## src/rtl/l2pwm_pkg.sv

```systemverilog
// ---------------------------------------------------------------------------
// l2pwm_pkg: shared constants, types and calibration table
// Widths, stage codes and the Q0.16 brightness calibration curve used by
// the level to PWM duty interpolator.
// ---------------------------------------------------------------------------
`default_nettype none

package l2pwm_pkg;

  // Level format: signed Q2.FracBits
  localparam int FracBits    = 16;
  localparam int LevelW      = FracBits + 2;
  // Calibration curve: TablePoints evenly spaced points in Q0.16
  localparam int TablePoints = 11;
  localparam int SegCount    = TablePoints - 1;
  localparam int IdxW        = $clog2(TablePoints);
  localparam int CalFracBits = 16;
  localparam int CalW        = CalFracBits + 1;
  // Segment position: fraction of the level times the segment count
  localparam int ScaledW     = FracBits + IdxW;
  // Blend lo*2^F + (hi-lo)*frac, exact in Q0.(16+F)
  localparam int DiffW       = CalW + 1;
  localparam int BlendW      = CalW + FracBits;
  localparam int ProdW       = BlendW + 2;
  localparam int OutShift    = CalFracBits + FracBits;
  // PWM resolution
  localparam int MaxPwmBits  = 16;
  localparam int FsW         = MaxPwmBits;
  localparam int DutyW       = 16;
  localparam int PwmBitsW    = 5;
  localparam logic [PwmBitsW-1:0] PwmBitsReset = 5'd10;

  // What the last stage does with an item
  typedef enum logic [1:0] {
    KIND_INTERP = 2'b00,
    KIND_ZERO   = 2'b01,
    KIND_FULL   = 2'b10
  } kind_e;

  // Calibration curve, fraction times 65536 rounded to nearest
  function automatic logic [CalW-1:0] cal_lut(input logic [IdxW-1:0] idx);
    logic [CalW-1:0] val;
    case (idx)
      4'd0:    val = 17'd7209;
      4'd1:    val = 17'd8520;
      4'd2:    val = 17'd10486;
      4'd3:    val = 17'd13107;
      4'd4:    val = 17'd17039;
      4'd5:    val = 17'd20972;
      4'd6:    val = 17'd28836;
      4'd7:    val = 17'd35389;
      4'd8:    val = 17'd42598;
      4'd9:    val = 17'd53740;
      4'd10:   val = 17'd65536;
      default: val = '0;
    endcase
    return val;
  endfunction

endpackage

`default_nettype wire

```

## src/rtl/l2pwm_if.sv

```systemverilog
// ---------------------------------------------------------------------------
// l2pwm_if: valid/ready channels of the interpolator
// Level channel (signed Q2.16 brightness) and duty channel (PWM compare).
// ---------------------------------------------------------------------------
`default_nettype none

interface l2pwm_level_if import l2pwm_pkg::*; ();
  logic                     valid;
  logic                     ready;
  logic signed [LevelW-1:0] level;

  modport source (output valid, output level, input ready);
  modport sink   (input valid, input level, output ready);
endinterface

interface l2pwm_duty_if import l2pwm_pkg::*; ();
  logic             valid;
  logic             ready;
  logic [DutyW-1:0] duty;

  modport source (output valid, output duty, input ready);
  modport sink   (input valid, input duty, output ready);
endinterface

`default_nettype wire

```

## src/rtl/l2pwm_pipe.sv

```systemverilog
// ---------------------------------------------------------------------------
// l2pwm_pipe: four-stage interpolation pipeline
// Classify and split level, look up segment, blend, scale to full scale.
// ---------------------------------------------------------------------------
`default_nettype none

module l2pwm_pipe import l2pwm_pkg::*; (
  input  wire logic           clk_i,
  input  wire logic           rst_ni,
  input  wire logic [FsW-1:0] fs_i,
  l2pwm_level_if.sink         lvl_i,
  l2pwm_duty_if.source        duty_o
);

  // stage 1: class, segment index and fraction
  logic                s1_vld_q;
  kind_e               s1_kind_q, s1_kind_d;
  logic [IdxW-1:0]     s1_idx_q, s1_idx_d;
  logic [FracBits-1:0] s1_frac_q, s1_frac_d;
  // stage 2: segment end points
  logic                    s2_vld_q;
  kind_e                   s2_kind_q;
  logic [CalW-1:0]         s2_lo_q, s2_lo_d;
  logic signed [DiffW-1:0] s2_diff_q, s2_diff_d;
  logic [FracBits-1:0]     s2_frac_q;
  // stage 3: blend
  logic              s3_vld_q;
  kind_e             s3_kind_q;
  logic [BlendW-1:0] s3_blend_q, s3_blend_d;
  // stage 4: output register
  logic             out_vld_q;
  logic [DutyW-1:0] duty_q, duty_d;

  logic rdy1, rdy2, rdy3, rdy4;
  logic [ScaledW-1:0]      scaled;
  logic [CalW-1:0]         hi;
  logic signed [ProdW-1:0] blend_s;
  logic [BlendW+FsW-1:0]   num_fs;

  // a stage loads when empty or when its successor takes its item
  assign rdy4 = !out_vld_q || duty_o.ready;
  assign rdy3 = !s3_vld_q || rdy4;
  assign rdy2 = !s2_vld_q || rdy3;
  assign rdy1 = !s1_vld_q || rdy2;
  assign lvl_i.ready = rdy1;

  always_comb begin
    scaled    = ScaledW'(lvl_i.level[FracBits-1:0]) * ScaledW'(SegCount);
    s1_idx_d  = scaled[ScaledW-1:FracBits];
    s1_frac_d = scaled[FracBits-1:0];
    if (lvl_i.level[LevelW-1] || (lvl_i.level == '0)) begin
      s1_kind_d = KIND_ZERO;
    end else if (lvl_i.level[LevelW-2:FracBits] != '0) begin
      s1_kind_d = KIND_FULL;
    end else if (s1_idx_d >= IdxW'(SegCount)) begin
      s1_kind_d = KIND_FULL;
    end else begin
      s1_kind_d = KIND_INTERP;
    end
  end

  always_comb begin
    s2_lo_d   = cal_lut(s1_idx_q);
    hi        = cal_lut(s1_idx_q + IdxW'(1));
    s2_diff_d = $signed({1'b0, hi}) - $signed({1'b0, s2_lo_d});
  end

  always_comb begin
    blend_s = $signed({2'b00, s2_lo_q, {FracBits{1'b0}}})
            + s2_diff_q * $signed({1'b0, s2_frac_q});
    s3_blend_d = blend_s[ProdW-1] ? '0 : blend_s[BlendW-1:0];
  end

  always_comb begin
    num_fs = (BlendW+FsW)'(s3_blend_q) * (BlendW+FsW)'(fs_i);
    case (s3_kind_q)
      KIND_INTERP: duty_d = DutyW'(num_fs >> OutShift);
      KIND_ZERO:   duty_d = '0;
      KIND_FULL:   duty_d = DutyW'(fs_i);
      default:     duty_d = '0;
    endcase
  end

  always_ff @(posedge clk_i or negedge rst_ni) begin
    if (!rst_ni) begin
      s1_vld_q  <= 1'b0;
      s2_vld_q  <= 1'b0;
      s3_vld_q  <= 1'b0;
      out_vld_q <= 1'b0;
    end else begin
      if (rdy1) s1_vld_q  <= lvl_i.valid;
      if (rdy2) s2_vld_q  <= s1_vld_q;
      if (rdy3) s3_vld_q  <= s2_vld_q;
      if (rdy4) out_vld_q <= s3_vld_q;
    end
  end

  always_ff @(posedge clk_i) begin
    if (rdy1 && lvl_i.valid) begin
      s1_kind_q <= s1_kind_d;
      s1_idx_q  <= s1_idx_d;
      s1_frac_q <= s1_frac_d;
    end
    if (rdy2 && s1_vld_q) begin
      s2_kind_q <= s1_kind_q;
      s2_lo_q   <= s2_lo_d;
      s2_diff_q <= s2_diff_d;
      s2_frac_q <= s1_frac_q;
    end
    if (rdy3 && s2_vld_q) begin
      s3_kind_q  <= s2_kind_q;
      s3_blend_q <= s3_blend_d;
    end
    if (rdy4 && s3_vld_q) begin
      duty_q <= duty_d;
    end
  end

  assign duty_o.valid = out_vld_q;
  assign duty_o.duty  = duty_q;

  a_neg_is_zero: assert property (@(posedge clk_i) disable iff (!rst_ni)
    lvl_i.valid && lvl_i.ready && lvl_i.level[LevelW-1] |=> s1_kind_q == KIND_ZERO)
    else $error("negative level not classed as zero");

  a_zero_duty: assert property (@(posedge clk_i) disable iff (!rst_ni)
    s3_vld_q && rdy4 && (s3_kind_q == KIND_ZERO) |=> duty_q == '0)
    else $error("zero class gave nonzero duty");

  a_full_duty: assert property (@(posedge clk_i) disable iff (!rst_ni)
    s3_vld_q && rdy4 && (s3_kind_q == KIND_FULL) |=> duty_q == DutyW'($past(fs_i)))
    else $error("full class did not give full scale");

  a_s3_hold: assert property (@(posedge clk_i) disable iff (!rst_ni)
    s3_vld_q && !rdy4 |=> s3_vld_q && $stable(s3_blend_q) && $stable(s3_kind_q))
    else $error("blend stage lost its item under stall");

endmodule

`default_nettype wire

```

## src/rtl/level_to_pwm_duty_interp_top.sv

```systemverilog
// ---------------------------------------------------------------------------
// level_to_pwm_duty_interp_top: brightness level to PWM duty
// Calibrated piecewise linear mapping of a Q2.16 level to a PWM compare value.
// ---------------------------------------------------------------------------
// Usage:
//   lvl_i   : valid/ready sink carrying one signed Q2.16 level per item
//             (65536 is full brightness; the level is clamped to 0..1).
//   duty_o  : valid/ready source carrying one duty per level item, in order.
//   cfg_we_i/cfg_wdata_i : write pwm_bits, the PWM resolution (full scale
//             2^pwm_bits - 1, 0 acts as 1, above 16 acts as 16). Write it
//             only while no item is in flight.
// Pipeline: four register stages (classify, table lookup, blend multiply,
//   full-scale multiply); the first loads at the accepting edge.
// Throughput: one item per cycle while duty_o takes its items; every stage
//   is a register with its own valid bit, so a bubble anywhere lets the
//   input keep accepting items.
// Reset: all stages empty, pwm_bits = 10 (full scale 1023).
// Stall: when duty_o is not taken, hold the output item and let the
//   stages behind it fill; lvl_i.ready drops once all four are occupied.
//   Nothing is dropped or repeated.
// ---------------------------------------------------------------------------
`default_nettype none

module level_to_pwm_duty_interp_top import l2pwm_pkg::*; (
  input  wire logic                clk_i,
  input  wire logic                rst_ni,
  input  wire logic                cfg_we_i,
  input  wire logic [PwmBitsW-1:0] cfg_wdata_i,
  l2pwm_level_if.sink              lvl_i,
  l2pwm_duty_if.source             duty_o
);

  logic [PwmBitsW-1:0] pwm_bits_q, pwm_bits_d;
  logic [PwmBitsW-1:0] bits_eff;
  logic [FsW:0]        fs_wide;
  logic [FsW-1:0]      fs;

  // take a new resolution on write enable, hold otherwise
  assign pwm_bits_d = cfg_we_i ? cfg_wdata_i : pwm_bits_q;

  always_ff @(posedge clk_i or negedge rst_ni) begin
    if (!rst_ni) begin
      pwm_bits_q <= PwmBitsReset;
    end else begin
      pwm_bits_q <= pwm_bits_d;
    end
  end

  // clamp the resolution to 1..MaxPwmBits and form the full scale
  always_comb begin
    bits_eff = pwm_bits_q;
    if (pwm_bits_q == '0) begin
      bits_eff = PwmBitsW'(1);
    end else if (pwm_bits_q > PwmBitsW'(MaxPwmBits)) begin
      bits_eff = PwmBitsW'(MaxPwmBits);
    end
    fs_wide = ((FsW+1)'(1) << bits_eff) - (FsW+1)'(1);
    fs      = fs_wide[FsW-1:0];
  end

  // interpolation datapath
  l2pwm_pipe u_pipe (
    .clk_i  (clk_i),
    .rst_ni (rst_ni),
    .fs_i   (fs),
    .lvl_i  (lvl_i),
    .duty_o (duty_o)
  );

endmodule

`default_nettype wire

```

## src/flat_wrapper.sv

```systemverilog
// flat-port wrapper written by rule: the top's interface ports become plain ports
module level_to_pwm_duty_interp_top_flat import l2pwm_pkg::*;
  (clk_i, rst_ni, cfg_we_i, cfg_wdata_i, lvl_i_valid, lvl_i_level, lvl_i_ready, duty_o_valid, duty_o_duty, duty_o_ready);
  l2pwm_level_if lvl_i_i ();
  l2pwm_duty_if duty_o_i ();
  input  wire logic clk_i;
  input  wire logic rst_ni;
  input  wire logic cfg_we_i;
  input  wire logic [PwmBitsW-1:0] cfg_wdata_i;
  input wire logic [$bits(lvl_i_i.valid)-1:0] lvl_i_valid;
  input wire logic [$bits(lvl_i_i.level)-1:0] lvl_i_level;
  output wire logic [$bits(lvl_i_i.ready)-1:0] lvl_i_ready;
  output wire logic [$bits(duty_o_i.valid)-1:0] duty_o_valid;
  output wire logic [$bits(duty_o_i.duty)-1:0] duty_o_duty;
  input wire logic [$bits(duty_o_i.ready)-1:0] duty_o_ready;
  assign lvl_i_i.valid = lvl_i_valid;
  assign lvl_i_i.level = lvl_i_level;
  assign lvl_i_ready = lvl_i_i.ready;
  assign duty_o_valid = duty_o_i.valid;
  assign duty_o_duty = duty_o_i.duty;
  assign duty_o_i.ready = duty_o_ready;
  level_to_pwm_duty_interp_top u_core (.clk_i(clk_i), .rst_ni(rst_ni), .cfg_we_i(cfg_we_i), .cfg_wdata_i(cfg_wdata_i), .lvl_i(lvl_i_i), .duty_o(duty_o_i));
endmodule
```

## config.mk

```make
export PLATFORM = sky130hd
export DESIGN_NAME = level_to_pwm_duty_interp_top_flat
export DESIGN_NICKNAME = d
export VERILOG_FILES = /design/src/rtl/l2pwm_pkg.sv /design/src/rtl/l2pwm_if.sv /design/src/rtl/l2pwm_pipe.sv /design/src/rtl/level_to_pwm_duty_interp_top.sv /design/src/flat_wrapper.sv
export SDC_FILE = /design/constraint.sdc
export NUM_CORES = 2
export LEC_CHECK = 0
export BUFFER_PORTS_ARGS = -buffer_cell sky130_fd_sc_hd__buf_2
export CORE_MARGIN = 1
export CORE_UTILIZATION = 40
export DETAILED_ROUTE_END_ITERATION = 8
export PLACE_DENSITY = 0.55
export SLEW_MARGIN = 25
export SYNTH_ARGS = -nofsm -noshare
export SYNTH_HDL_FRONTEND = slang
export SYNTH_SLANG_ARGS = --single-unit
```

## constraint.sdc

```tcl
create_clock -name clk_i -period 11.8 [get_ports clk_i]
set_clock_uncertainty 0.15 [all_clocks]
set_input_delay 0 -clock clk_i [delete_from_list [all_inputs] [get_ports clk_i]]
set_output_delay 0 -clock clk_i [all_outputs]
set_load 0.05 [all_outputs]
```

# After elaboration in Yosys (flattened, before gate mapping)
# Memory sizes are Yosys's and may differ from the RTL's. A register that Yosys moved wholly into a read port is not among the register bits.
# Cells that the tools add are included.
op_classes:
  add_sub_neg: 4
  n_mul: 3
  div_mod_pow: 0
  order_cmp: 2
  eq_ne: 1
  shifts: 1
  n_mux: 6
  n_bitwise: 0
  reduce_logical: 16
ops:
  columns: ["cell", "n"]
  rows:
  - ["multiplier 33 x 16 -> 48 bit", 1]
  - ["adder 34 x 35 -> 35 bit", 1]
  - ["multiplier 18 x 16 -> 34 bit", 1]
  - ["case mux 16 bit (2 select lines)", 1]
  - ["multiplier 16 x 3 -> 19 bit (second input constant)", 1]
  - ["zero test 18 bit", 1]
  - ["subtractor 17 x 17 -> 18 bit", 1]
  - ["<< shifter 1 x 5 -> 16 bit (first input constant)", 1]
  - ["subtractor 16 x 2 -> 16 bit (second input constant)", 1]
  - ["two-way mux 5 bit", 2]
  - ["> comparator 5 bit (second input constant)", 1]
  - ["zero test 5 bit", 1]
  - ["logical OR 1 bit", 5]
  - ["adder 4 x 1 -> 4 bit (second input constant)", 1]
  - ["greater-or-equal comparator 4 bit (second input constant)", 1]
  - ["logical AND 1 bit", 4]
  - ["zero test 1 bit", 4]
  - ["two-way mux 2 bit", 2]
  - ["two-way mux 4 bit", 1]
  - ["== test 2 bit (second input constant)", 1]
  - ["zero test 2 bit", 1]
word_totals:
  regBits: 133
  latchBits: 0
  ram_bits: 0
  mem_bits_ro: 544
  in_bits: 28
  out_inout_bits: 18
  word_cells: 50
  n_memories: 2
memory_table:
  columns: ["name", "words", "width", "rd", "rd_ports_with_merged_regs", "wr", "line", "source"]
  rows:
  - ["(name not given)", 16, 17, 1, 1, 0, "l2pwm_pkg.sv:43", "case (idx)"]
  - ["(name not given)", 16, 17, 1, 0, 0, "l2pwm_pkg.sv:43", null]

# Logic depth before layout (Yosys ltp)
depth:
  word_depth: 7
  depth_mapped: 35
  depth_no_buf: 33

# Cells and area by module
# From an unflattened synthesis, not the netlist that was laid out.
hier_totals:
  cells_unflattened: 3587
  area_unflattened_um2: 33463.3
by_module_without_submodules:
  columns: ["module", "n_inst", "cells_per_inst", "area_each_um2", "seq_area_each_um2"]
  rows:
  - ["l2pwm_pipe", 1, 3524, 32967.9, 4134.0]
  - ["level_to_pwm_duty_interp_top", 1, 63, 495.5, 127.6]

# Worst setup path after synthesis
# No wires, ideal clock.
synth_path:
  path_kind: "flip-flop to flip-flop"
  startpoint: "register u_core.pwm_bits_q[4]"
  endpoint: "register u_core.u_pipe.duty_q[8], in the netlist u_core.u_pipe.duty_o.duty[8], data pin"
  setup_time_ns: 0.276
  arrival_ns: 7.723
  setup_slack_ns: 3.651
  stages_incl_launch_ff: 31
  period_less_slack_ns: 8.149
  cell_sequence: "dfrtp_1 -> clkbuf_1 -> clkbuf_1 -> nor2_1 -> nand2_1 -> ha_1 -> clkbuf_1 -> nor4b_1 -> a21oi_1 -> o22ai_1 -> clkbuf_1 -> nand2_1 -> fa_1 -> inv_1 -> fa_1 -> fa_1 -> fa_1 -> fa_1 -> inv_1 -> fa_1 -> inv_1 -> ha_1 -> and3_1 -> nor2b_1 -> o31a_1 -> o31a_1 -> nor4_1 -> o21bai_2 -> a41oi_1 -> xor2_1 -> a211oi_1"
synth_via:
  elab_chain_len: 7
synth_lines:
  columns: ["element", "line", "source"]
  rows:
  - ["start, declared", "level_to_pwm_duty_interp_top.sv:33", "logic [PwmBitsW-1:0] pwm_bits_q, pwm_bits_d;"]
  - ["start signal, assigned", "level_to_pwm_duty_interp_top.sv:43", "pwm_bits_q <= PwmBitsReset;"]
  - ["start signal, assigned", "level_to_pwm_duty_interp_top.sv:45", "pwm_bits_q <= pwm_bits_d;"]
  - ["> comparator 5 bit", "level_to_pwm_duty_interp_top.sv:54", "end else if (pwm_bits_q > PwmBitsW'(MaxPwmBits)) begin"]
  - ["two-way mux 5 bit", "level_to_pwm_duty_interp_top.sv:54", null]
  - ["two-way mux 5 bit *", "level_to_pwm_duty_interp_top.sv:52", "if (pwm_bits_q == '0) begin"]
  - ["<< shifter 1 x 5 -> 16 bit *", "level_to_pwm_duty_interp_top.sv:57", "fs_wide = ((FsW+1)'(1) << bits_eff) - (FsW+1)'(1);"]
  - ["subtractor 16 x 2 -> 16 bit *", "level_to_pwm_duty_interp_top.sv:57", null]
  - ["multiplier 33 x 16 -> 48 bit", "l2pwm_pipe.sv:75", "num_fs = (BlendW+FsW)'(s3_blend_q) * (BlendW+FsW)'(fs_i);"]
  - ["case mux 16 bit (2 select lines) *", "l2pwm_pipe.sv:76", "case (s3_kind_q)"]
  - ["net u_core.u_pipe.duty_d[8]", "l2pwm_pipe.sv:32", "logic [DutyW-1:0] duty_q, duty_d;"]
  - ["end signal, assigned", "l2pwm_pipe.sv:115", "duty_q <= duty_d;"]
  - ["end, declared", "l2pwm_pipe.sv:32", null]
# Mark *: on every way through the listed nets, which the timed path passes. The rest lies on a longest branch.
# A chain may end at the register's enable or synchronous reset.

# Worst setup path in the final report
layout_path:
  startpoint: "register u_core.pwm_bits_q[4]"
  endpoint: "register u_core.u_pipe.duty_q[15], in the netlist u_core.u_pipe.duty_o.duty[15], data pin"
# Same word-level chain as after synthesis.

==> impl_metrics.json <==
{
  "slowest_delay_ns": 0.80,
  "port_buffers": 45,
  "yosysSeqAreaShare_pct": 12.6,
  "cts_setup_buffers": 0,
  "cts_tree": "yes",
  "critPathLaunchType": "flop",
  "synthesis.nets": 4664,
  "grt_overflow": 0,
  "relSlewSlack_pct": 32.9,
  "rsz0062_at_grt": "false",
  "crit_start": "u_core.pwm_bits_q[4]",
  "fin_nets": 4621,
  "dr.pass1.iters": 5,
  "rr_startpoint": "u_core.pwm_bits_q[4]",
  "worst_slew_pin_slew_ns": 1.01,
  "ff2ff_path_depth": 28,
  "setup.worst_path.class": "flop to flop",
  "root_buffer": "clkbuf_16",
  "drtIter0Drc": 1443,
  "syn_avg_cell_area_um2": 9.20,
  "drc": 0,
  "path_max_fanout": 35,
  "cts_made_buffers": 17,
  "cp.arrival_ns": 9.60,
  "ant_nets": 0,
  "hold_path.class": "input port to flop",
  "synth_area_um2": 33800,
  "critPathRequiredTime_ns": 11.85,
  "synth.top_cell.area_share_pct": 41.0,
  "drt-total-wl_um": 83700,
  "die_area_um2": 85600,
  "n_antenna_cell": 0,
  "setup_tns_ns": 0,
  "crit_path_end_kind": "flop",
  "cts_hold_buf": 28,
  "cts_resized": 0,
  "ios": 46,
  "finalCriticalPeriod_ns": 9.55,
  "setup_violations": 0,
  "cap_violations": 0,
  "htreeDepth": 4,
  "r2r-end": "u_core.u_pipe.duty_o.duty[15]",
  "finalCritPeriodShare_pct": 81.0,
  "synthFlopType": "edfxtp_1",
  "hold_viol": 0,
  "synthArstFlopShare_pct": 6.04,
  "worstHoldPathCells": 4,
  "synth_top_cells_by_area": "fa_1, edfxtp_1, ha_1",
  "synthCells": 3669,
  "core_area_um2": 83600,
  "cp_common_cell": "fa_1",
  "worst_hold_path.endpoint": "u_core.u_pipe.s1_frac_q[15]",
  "die_h_um": 293,
  "r2r_slack_ns": 2.25,
  "dp.final_hpwl_um": 64600,
  "viasPerCell": 5.05,
  "dieWidth_um": 293,
  "grt_pass1_wl_um": 138000,
  "status": "complete, no violations",
  "grt_util_all_layers_pct": 20.7,
  "slowest_stage": "a311oi_1",
  "initial_core_util_pct": 40.4,
  "place_inst": 4659,
  "synth_edf_count": 123,
  "drv_slew": 0,
  "vias": 23800,
  "synth_seq_cells": 149,
  "synth_warnings": 0,
  "clkTransAtPathRegs_ns": 0.08,
  "yosys.cell_types.count": 76,
  "cts_max_path_buffers": 2,
  "antenna_found_initial": 1,
  "gp_congestion": 0.871,
  "synth_most_common_cell": "inv_1",
  "area_growth_pct": 6.07,
  "wl_per_cell_um": 17.7,
  "drive_above_1_share_pct": 3.93,
  "instances_no_fill": 4719,
  "timing.fmax_mhz": 105,
  "hp-start": "lvl_i_level[12]",
  "rows": 106,
  "yosysTopAreaCell": "fa_1",
  "ys_top_cells_by_count": "inv_1, fa_1, nand2_1, ha_1, and2_1",
  "grt_start_max_net_pins": 53,
  "cts_sinks": 149,
  "first_global_vias": 25300,
  "clock_latency_ns": 0.48
}
==> final cells by class <==
type / count / area, um2
tap: 1080 / 1350
timing repair buffer: 93 / 656
inverter: 874 / 3280
sequential: 149 / 4260
fill: 8323 / 47700
clock inverter: 15 / 169
multi-input combinational: 2491 / 25700
clock buffer: 17 / 425
==> cell usage in the layout (no fill, tap or decap), types with 55 or more instances in the layout <==
| cell | instances |
|---|---|
| inv_1 | 874 |
| edfxtp_1 | 123 |
| o21ai_0 | 55 |
| fa_1 | 691 |
| a21oi_1 | 103 |
| ha_1 | 276 |
| nand2_1 | 522 |
| and2_1 | 257 |
| nor2_1 | 116 |
| xnor2_1 | 56 |
==> through the flow <==
| step | worst slack, ns | util (%) | cell area, um2 | hold WS (ns) |
|---|---|---|---|---|
| floorplan | 3.65 | - | 33800 | -0.446 |
| global placement | 2.21 | 41.8 | 34900 | -0.239 |
| detailed placement | 2.38 | 41.8 | 34900 | -0.238 |
| CTS | 2.35 | 42.9 | 35800 | 0.00164 |
| global route | 1.80 | 42.9 | 35800 | 0.0446 |
| finish | 2.25 | 42.9 | 35800 | 0.0262 |
==> worst max-delay path by stage <==
stage / end / cells after the start
after floorplan: u_core.u_pipe.duty_o.duty[8] / 30
after global placement: u_core.u_pipe.duty_o.duty[9] / 28
after detailed placement: u_core.u_pipe.duty_o.duty[15] / 28
after CTS: u_core.u_pipe.duty_o.duty[15] / 28
after global routing: u_core.u_pipe.duty_o.duty[12] / 28
final: u_core.u_pipe.duty_o.duty[15] / 28
==> cells by family (layout without fill, tap and decap cells) <==
logic type	Yosys count	after routing	synth area share (%)
xor+xnor	94	94	2.46
buf+inv	1029	999	11.5
fa+ha+maj	967	967	51.2
flops	149	149	12.6
other cells	1	1	0.0111
mux	16	16	0.523
simple gates	1068	1068	15.0
compound gates	345	345	6.66
==> per-layer routing <==
metal | vias to the layer above | part of all wire, % | global-route usage, %
met1 | 12200 | 45 | 28.5
met3 | 91 | 5.4 | 3.20
met2 | 556 | 48 | 34.2
li1 | 11000 | - | -
met5 | - | 0 | 0
met4 | 0 | 1.9 | 4.79
==> critical path: cells and delay by family, from the launching register on <==
| family | cells | cell delay [ns] |
|---|---|---|
| buffers and inverters | 8 | 1.39 |
| AND/OR/NAND/NOR | 7 | 1.87 |
| AO/OA/AOI/OAI | 5 | 1.82 |
| XOR/XNOR | 1 | 0.16 |
| adder cells (fa/ha/maj) | 7 | 3.33 |
| flip-flops | 1 | 0.54 |
==> state kept, by name (all words and copies together) (netlist names) <==
register / flops
u_core.u_pipe.s2_kind_q: 2
u_core.u_pipe.duty_o.valid: 1
u_core.u_pipe.s1_kind_q: 2
u_core.u_pipe.s3_vld_q: 1
u_core.pwm_bits_q: 5
u_core.u_pipe.s2_lo_q: 17
u_core.u_pipe.s1_frac_q: 15
u_core.u_pipe.s2_vld_q: 1
u_core.u_pipe.s3_kind_q: 2
u_core.u_pipe.s1_vld_q: 1
u_core.u_pipe.duty_o.duty: 16
u_core.u_pipe.s3_blend_q: 32
u_core.u_pipe.s2_diff_q: 18
u_core.u_pipe.s2_lo_d: 17
u_core.u_pipe.s1_idx_q: 4
u_core.u_pipe.s2_frac_q: 15
Power is not shown: default switching activity piles up to over one toggle a cycle in this logic, so the estimate is an artifact.
